[src/hw/rtl/ecfe_pkg.sv]
`default_nettype none

package ecfe_pkg;

  localparam int unsigned WORD_W = 32;
  localparam int unsigned BYTE_W = 8;
  localparam int unsigned NUM_BYTES = WORD_W / BYTE_W;

  typedef enum logic [1:0] {
    ACT_TICK  = 2'd0,
    ACT_START = 2'd1,
    ACT_ABORT = 2'd2
  } action_e;

endpackage

`default_nettype wire

[src/hw/rtl/ecfe_div.sv]
`default_nettype none

// Restoring divider, one quotient bit per cycle.
module ecfe_div #(
  parameter int unsigned QW = 17,
  localparam int unsigned CW = $clog2(QW + 1)
) (
  input  wire logic                        clk_i,
  input  wire logic                        rst_ni,
  input  wire logic                        start_i,
  input  wire logic [CW-1:0]               steps_i,
  input  wire logic [ecfe_pkg::WORD_W-1:0] rem_i,
  input  wire logic [QW-1:0]               bits_i,
  input  wire logic [ecfe_pkg::WORD_W-1:0] divisor_i,
  output logic                             done_o,
  output logic [QW-1:0]                    quo_o
);
  import ecfe_pkg::*;

  logic [WORD_W-1:0] rem_q;
  logic [WORD_W-1:0] div_q;
  logic [QW-1:0]     bits_q;
  logic [QW-1:0]     quo_q;
  logic [CW-1:0]     cnt_q;
  logic              run_q;
  logic              done_q;

  logic [WORD_W:0]   trial;
  logic [WORD_W:0]   diff;
  logic              ge;

  always_comb begin
    trial = {rem_q, bits_q[QW-1]};
    diff  = trial - {1'b0, div_q};
    ge    = (trial >= {1'b0, div_q});
  end

  always_ff @(posedge clk_i or negedge rst_ni) begin
    if (!rst_ni) begin
      rem_q  <= '0;
      div_q  <= '0;
      bits_q <= '0;
      quo_q  <= '0;
      cnt_q  <= '0;
      run_q  <= 1'b0;
      done_q <= 1'b0;
    end else if (start_i) begin
      rem_q  <= rem_i;
      div_q  <= divisor_i;
      bits_q <= bits_i;
      quo_q  <= '0;
      cnt_q  <= steps_i;
      run_q  <= 1'b1;
      done_q <= 1'b0;
    end else if (run_q) begin
      rem_q  <= ge ? diff[WORD_W-1:0] : trial[WORD_W-1:0];
      bits_q <= {bits_q[QW-2:0], 1'b0};
      quo_q  <= {quo_q[QW-2:0], ge};
      cnt_q  <= cnt_q - CW'(1);
      if (cnt_q == CW'(1)) begin
        run_q  <= 1'b0;
        done_q <= 1'b1;
      end
    end else begin
      done_q <= 1'b0;
    end
  end

  assign done_o = done_q;
  assign quo_o  = quo_q;

endmodule

`default_nettype wire

[src/hw/rtl/eased_color_fade_engine.sv]
`default_nettype none

// Eased RGBW fade engine. A start beat freezes the color reached at now_ms and
// begins a fade toward goal_color over fade_ms; tick beats advance it along
// r^2/(2r^2-2r+1) and report the shown color, a refresh flag and busy. One beat
// is taken at a time. A tick during a fade, or a start, runs one bit-serial
// divider twice (elapsed/duration, then the easing quotient), followed by one
// multiply per color byte; once the duration has passed the divisions are
// skipped. Other beats go straight to the write step. A finished result waits
// in an output register while the next beat is taken; a beat that finishes
// while that register is still stalled waits until it frees.
module eased_color_fade_engine #(
  parameter int unsigned FRAC_BITS = 16
) (
  input  wire logic                        clk_i,
  input  wire logic                        rst_ni,
  input  wire logic                        in_valid_i,
  output logic                             in_stall_o,
  input  wire logic [1:0]                  action_i,
  input  wire logic [ecfe_pkg::WORD_W-1:0] now_ms_i,
  input  wire logic [ecfe_pkg::WORD_W-1:0] goal_color_i,
  input  wire logic [ecfe_pkg::WORD_W-1:0] fade_ms_i,
  output logic                             out_valid_o,
  input  wire logic                        out_stall_i,
  output logic [ecfe_pkg::WORD_W-1:0]      shown_color_o,
  output logic                             refresh_o,
  output logic                             busy_res_o
);
  import ecfe_pkg::*;

  localparam int unsigned QW = FRAC_BITS + 1;
  localparam int unsigned CW = $clog2(QW + 1);
  localparam logic [QW-1:0] ONE = {1'b1, {FRAC_BITS{1'b0}}};

  typedef enum logic [2:0] {
    ST_IDLE,
    ST_PROG,
    ST_WAIT1,
    ST_SQUARE,
    ST_DPREP,
    ST_WAIT2,
    ST_BLEND,
    ST_WRITE
  } state_e;

  state_e            state_q;
  logic [1:0]        act_q;
  logic [WORD_W-1:0] now_q;
  logic [WORD_W-1:0] goal_q;
  logic [WORD_W-1:0] dur_q;

  logic [WORD_W-1:0] from_q;
  logic [WORD_W-1:0] to_q;
  logic [WORD_W-1:0] begin_q;
  logic [WORD_W-1:0] span_q;
  logic              finished_q;
  logic [WORD_W-1:0] last_q;

  logic [FRAC_BITS-1:0] r_q;
  logic [FRAC_BITS-1:0] r2_q;
  logic [QW-1:0]        p_q;
  logic [WORD_W-1:0]    col_q;
  logic [1:0]           k_q;

  logic              out_valid_q;
  logic [WORD_W-1:0] shown_q;
  logic              refresh_q;
  logic              busy_q;

  // datapath
  logic [WORD_W-1:0]      dt;
  logic                   dt_ge;
  logic [2*FRAC_BITS-1:0] sq;
  logic [FRAC_BITS+1:0]   dval;
  logic                   div_start;
  logic [CW-1:0]          div_steps;
  logic [WORD_W-1:0]      div_rem;
  logic [QW-1:0]          div_bits;
  logic [WORD_W-1:0]      div_divisor;
  logic                   div_done;
  logic [QW-1:0]          div_quo;

  logic [BYTE_W-1:0]       tb;
  logic [BYTE_W-1:0]       sb;
  logic signed [BYTE_W:0]  bdiff;
  logic signed [QW:0]      pmul;
  logic signed [QW+BYTE_W:0] prod;
  logic signed [QW+BYTE_W:0] prod_sh;
  logic [BYTE_W-1:0]       vbyte;

  logic              slot_free;
  logic [WORD_W-1:0] wr_last;
  logic              wr_fin;
  logic              wr_refresh;

  always_comb begin
    dt    = now_q - begin_q;
    dt_ge = (dt >= span_q);
    sq    = r_q * r_q;
    dval  = {1'b0, r2_q, 1'b0} + {1'b0, ONE} - {1'b0, r_q, 1'b0};

    div_start   = ((state_q == ST_PROG) && !dt_ge) || (state_q == ST_DPREP);
    div_steps   = (state_q == ST_DPREP) ? CW'(QW) : CW'(FRAC_BITS);
    div_rem     = (state_q == ST_DPREP) ? {{(WORD_W - FRAC_BITS + 1){1'b0}},
                                           r2_q[FRAC_BITS-1:1]} : dt;
    div_bits    = (state_q == ST_DPREP) ? {r2_q[0], {FRAC_BITS{1'b0}}} : '0;
    div_divisor = (state_q == ST_DPREP) ? {{(WORD_W - FRAC_BITS - 2){1'b0}}, dval}
                                        : span_q;

    tb      = to_q[{k_q, 3'b000} +: BYTE_W];
    sb      = from_q[{k_q, 3'b000} +: BYTE_W];
    bdiff   = $signed({1'b0, tb}) - $signed({1'b0, sb});
    pmul    = $signed({1'b0, p_q});
    prod    = bdiff * pmul;
    prod_sh = prod >>> FRAC_BITS;
    vbyte   = sb + prod_sh[BYTE_W-1:0];

    slot_free = !out_valid_q || !out_stall_i;

    wr_last    = last_q;
    wr_fin     = finished_q;
    wr_refresh = 1'b0;
    case (act_q)
      ACT_TICK: begin
        if (!finished_q) begin
          if (p_q == ONE) begin
            wr_fin = 1'b1;
          end
          if (col_q != last_q) begin
            wr_last    = col_q;
            wr_refresh = 1'b1;
          end
        end
      end
      ACT_START: begin
        wr_fin = 1'b0;
      end
      ACT_ABORT: begin
        wr_fin = 1'b1;
      end
      default: begin
        wr_fin = finished_q;
      end
    endcase
  end

  ecfe_div #(
    .QW(QW)
  ) u_div (
    .clk_i     (clk_i),
    .rst_ni    (rst_ni),
    .start_i   (div_start),
    .steps_i   (div_steps),
    .rem_i     (div_rem),
    .bits_i    (div_bits),
    .divisor_i (div_divisor),
    .done_o    (div_done),
    .quo_o     (div_quo)
  );

  always_ff @(posedge clk_i or negedge rst_ni) begin
    if (!rst_ni) begin
      state_q     <= ST_IDLE;
      act_q       <= '0;
      now_q       <= '0;
      goal_q      <= '0;
      dur_q       <= '0;
      from_q      <= '0;
      to_q        <= '0;
      begin_q     <= '0;
      span_q      <= '0;
      finished_q  <= 1'b1;
      last_q      <= '0;
      r_q         <= '0;
      r2_q        <= '0;
      p_q         <= '0;
      col_q       <= '0;
      k_q         <= '0;
      out_valid_q <= 1'b0;
      shown_q     <= '0;
      refresh_q   <= 1'b0;
      busy_q      <= 1'b0;
    end else begin
      if ((state_q == ST_WRITE) && slot_free) begin
        out_valid_q <= 1'b1;
      end else if (out_valid_q && !out_stall_i) begin
        out_valid_q <= 1'b0;
      end
      case (state_q)
        ST_IDLE: begin
          if (in_valid_i) begin
            act_q  <= action_i;
            now_q  <= now_ms_i;
            goal_q <= goal_color_i;
            dur_q  <= fade_ms_i;
            if ((action_i == ACT_START) || ((action_i == ACT_TICK) && !finished_q)) begin
              state_q <= ST_PROG;
            end else begin
              state_q <= ST_WRITE;
            end
          end
        end
        ST_PROG: begin
          k_q <= '0;
          if (dt_ge) begin
            p_q     <= ONE;
            state_q <= ST_BLEND;
          end else begin
            state_q <= ST_WAIT1;
          end
        end
        ST_WAIT1: begin
          if (div_done) begin
            r_q     <= div_quo[FRAC_BITS-1:0];
            state_q <= ST_SQUARE;
          end
        end
        ST_SQUARE: begin
          r2_q    <= sq[2*FRAC_BITS-1:FRAC_BITS];
          state_q <= ST_DPREP;
        end
        ST_DPREP: begin
          state_q <= ST_WAIT2;
        end
        ST_WAIT2: begin
          if (div_done) begin
            p_q     <= (div_quo > ONE) ? ONE : div_quo;
            state_q <= ST_BLEND;
          end
        end
        ST_BLEND: begin
          col_q[{k_q, 3'b000} +: BYTE_W] <= vbyte;
          k_q <= k_q + 2'd1;
          if (k_q == 2'd3) begin
            state_q <= ST_WRITE;
          end
        end
        ST_WRITE: begin
          if (slot_free) begin
            if (act_q == ACT_START) begin
              from_q  <= col_q;
              to_q    <= goal_q;
              begin_q <= now_q;
              span_q  <= dur_q;
            end
            last_q      <= wr_last;
            finished_q  <= wr_fin;
            shown_q     <= wr_last;
            refresh_q   <= wr_refresh;
            busy_q      <= !wr_fin;
            state_q     <= ST_IDLE;
          end
        end
        default: begin
          state_q <= ST_IDLE;
        end
      endcase
    end
  end

  assign in_stall_o    = (state_q != ST_IDLE);
  assign out_valid_o   = out_valid_q;
  assign shown_color_o = shown_q;
  assign refresh_o     = refresh_q;
  assign busy_res_o    = busy_q;

endmodule

`default_nettype wire

[config.mk]
export PLATFORM = sky130hd
export DESIGN_NAME = eased_color_fade_engine
export DESIGN_NICKNAME = d
export VERILOG_FILES = /design/src/hw/rtl/ecfe_pkg.sv /design/src/hw/rtl/ecfe_div.sv /design/src/hw/rtl/eased_color_fade_engine.sv
export SDC_FILE = /design/constraint.sdc
export NUM_CORES = 2
export LEC_CHECK = 0
export BUFFER_PORTS_ARGS = -buffer_cell sky130_fd_sc_hd__buf_4
export CELL_PAD_IN_SITES_DETAIL_PLACEMENT = 0
export CELL_PAD_IN_SITES_GLOBAL_PLACEMENT = 1
export CORE_MARGIN = 1
export CORE_UTILIZATION = 56
export CTS_BUF_LIST = sky130_fd_sc_hd__clkbuf_8
export CTS_CLUSTER_SIZE = 8
export DETAILED_ROUTE_END_ITERATION = 12
export GPL_ROUTABILITY_DRIVEN = 0
export PLACE_DENSITY = 0.88
export SETUP_SLACK_MARGIN = 0.3
export SLEW_MARGIN = 20
export SYNTH_ARGS = -nofsm -noshare
export SYNTH_HDL_FRONTEND = slang
export SYNTH_SLANG_ARGS = --single-unit
[constraint.sdc]
create_clock -name clk_i -period 17.8 [get_ports clk_i]
set_input_delay 1.78 -clock clk_i [delete_from_list [all_inputs] [get_ports clk_i]]
set_output_delay 1.78 -clock clk_i [all_outputs]
set_load 0.005 [all_outputs]
==> flow_metrics.tcl <==
set metrics [dict create \
    synthCells 3432 \
    cts.repair.resized 0 \
    timing.critical_path.slowest_cell_delay_ns 0.99 \
    overflow 0 \
    initial_core_util 0.569 \
    clock.fmax_mhz 108 \
    dr.pass1.iters 6 \
    multiInputGateArea_um2 21300 \
    slew_violations 0 \
    critPathTopFamily "adder cells" \
    r2r_cells 35 \
    ys_seq_elements 437 \
    period_minus_slack_ns 9.30 \
    path_class "flop to flop" \
    grtUsageTotal 0.268 \
    cp-start-kind "flop" \
    vias 25200 \
    cts_root_buf "clkbuf_8" \
    synth_seq_area_share 0.318 \
    period_share 0.523 \
    hpwl_um 61800 \
    status "finished, final reports clean" \
    pin_count 138 \
    cp_common_cell "fa_1" \
    finClkSkew_ns 0.0274 \
    htreeDepth 3 \
    die_x_um 250 \
    rsz0062_at_grt "no" \
    crit_fanout 22 \
    path_buf_inv 4 \
    grt_max_degree 190 \
    synthTopCellsByArea "dfrtp_1 32%, fa_1 16%, ha_1 11%, mux2_2 6.5%, inv_1 4.7%" \
    async_flop_share 1.00 \
    crit_path_end_kind "flop" \
    wl_per_cell_um 18.5 \
    via_per_inst 5.76 \
    setup-tns-final_ns 0 \
    cts_max_path_buffers 3 \
    worstSkewPairLatency_ns 0.68 \
    post-place-ws_ns 8.56 \
    worstHoldStart "dur_q[27]" \
    whs_endpoint "span_q[27]" \
    netlist_area_um2 34400 \
    grt_pass1_vias 26500 \
    yosys_warnings 0 \
    hold_path.class "flop to flop" \
    synth_top_cell_area_share 0.317 \
    nFillCells 4929 \
    drt_iter0_drc 1496 \
    slew-limit-headroom 0.329 \
    cts.sinks 437 \
    hold_viol 0 \
    wirelength_um 81000 \
    layout_setup_ws_ns 8.50 \
    core_area_um2 60600 \
    synth.avg_cell_area_um2 10.0 \
    drv_cap 0 \
    dieArea_um2 62500 \
    grt_pass1_wl_um 135000 \
    worstPathRequired_ns 18.35 \
    ys_types 87 \
    fp-row-count 90 \
    drive_gt1_frac 0.145 \
    port_buffers 137 \
    reg2reg_slack_ns 8.50 \
    cts_tree "built" \
    drc_errors 0 \
    die_h_um 250 \
    hold_path_depth 2 \
    post_cts_buffers 0 \
    path_clk_slew_ns 0.06 \
    synth.largest_area_cell "dfrtp_1" \
    holdBufCountCts 0 \
    area.sequential_um2 10900 \
    synthToLayoutAreaGrowth_pct 9.45 \
    crit_slowest_cell "dfrtp_1" \
    numCtsBuffers 76 \
    r2r_end "col_q[15]" \
    rr_startpoint "k_q[1]" \
    synth_top_flop_cell "dfrtp_1" \
    synth-edff-count 0 \
    synth_fp_nets 4107 \
    ant_nets 0 \
    antenna_found_initial 1 \
    worst_pin_slew_ns 0.999 \
    fin_nets 4208 \
    cp_data_arrival_time_ns 9.85 \
    setup_viol 0 \
]
## cell usage in the layout, fill, tap and decap left out, drive strengths merged, types with 17 or more instances in the layout
master,synthesis,final
a211oi,17,17
a21o,65,65
a21oi,127,127
a22o,33,33
and2,87,87
buf,23,164
clkbuf,118,86
clkinv,12,23
dfrtp,436,436
fa,274,274
ha,299,299
inv,430,465
mux2,200,200
mux2i,28,28
nand2,306,306
nand2b,51,51
nand3,53,53
nand4,27,27
nor2,190,190
nor3,32,32
nor4,18,18
o211ai,20,20
o21a,23,23
o21ai,216,216
xnor2,105,105
xor2,40,40
## per-layer routing
metal,global-route usage,routed length [µm]
met4,0.0915,2240
met5,0,0
met3,0.0297,4020
met2,0.455,39700
met1,0.358,35100
## flip-flops by register name, indices dropped and copies added (netlist names), 17 cells and up
register	cells
from_q	32
shown_color_o	32
u_div.quo_o	17
col_q	32
to_q	32
goal_q	32
now_q	32
u_div.div_q	32
u_div.rem_q	32
begin_q	32
p_q	17
dur_q	32
span_q	32
## worst min-delay path, stage by stage, from the launching register on
cell and delay [ns]:
dfrtp_1 0.33, nand2_1 0.04, o21ai_0 0.06
## cells by family after synthesis
kind of cell	after synthesis	synth area share
AO/OA/AOI/OAI	619	0.116
XOR/XNOR	145	0.0369
adder cells (fa/ha/maj)	573	0.268
buffers and inverters	583	0.0644
flip-flops	437	0.318
multiplexers	244	0.0840
AND/OR/NAND/NOR	831	0.113
## synth_stat cells (10+ instances only)
library cell / count
a211oi_1: 16
a21o_1: 65
a21oi_1: 127
a222oi_1: 10
a22o_1: 33
a31oi_1: 14
and2_1: 87
and3_1: 12
buf_2: 11
clkbuf_1: 117
clkinv_1: 12
dfrtp_1: 436
fa_1: 274
ha_1: 299
inv_1: 430
mux2_2: 199
mux2i_1: 28
mux4_2: 16
nand2_1: 306
nand2b_1: 51
nand3_1: 52
nand4_1: 27
nor2_1: 189
nor2b_1: 16
nor3_1: 31
nor4_1: 18
o211ai_1: 19
o21a_1: 23
o21ai_0: 186
o21ai_1: 28
o22ai_1: 12
or2_2: 10
or3_1: 14
xnor2_1: 105
xor2_1: 40
## metrics by stage
step	hold WS (ns)	std cells	utilization	cell area, µm²
finish	0.476	4372	0.622	37700
global route	0.500	4372	0.622	37700
CTS	0.480	4371	0.622	37700
detailed placement	0.469	4237	0.597	36200
global placement	0.463	4237	0.597	36200
floorplan	0.446	3432	-	34400
## how the worst max path moves through the flow
stage / startpoint / to / cells after the start / slack [ns]
after floorplan: k_q[0] / col_q[15] / 37 / 8.85
after global placement: k_q[1] / col_q[7] / 35 / 8.82
after detailed placement: k_q[1] / col_q[15] / 36 / 8.56
after CTS: k_q[1] / col_q[15] / 36 / 8.53
after global routing: k_q[1] / col_q[15] / 36 / 7.89
final: k_q[1] / col_q[15] / 35 / 8.50
## layout make-up
class                   count  share of cell area
multi-input cells        2412               0.566
diodes                      1           0.0000664
well taps                 782              0.0260
inverters                 442              0.0440
clock buffers              86              0.0314
flip-flops and latches    437               0.290
repair buffers            164              0.0335
clock inverters            48             0.00853
Power is not shown: default switching activity piles up to over one toggle a cycle in this logic, so the estimate is an artifact.
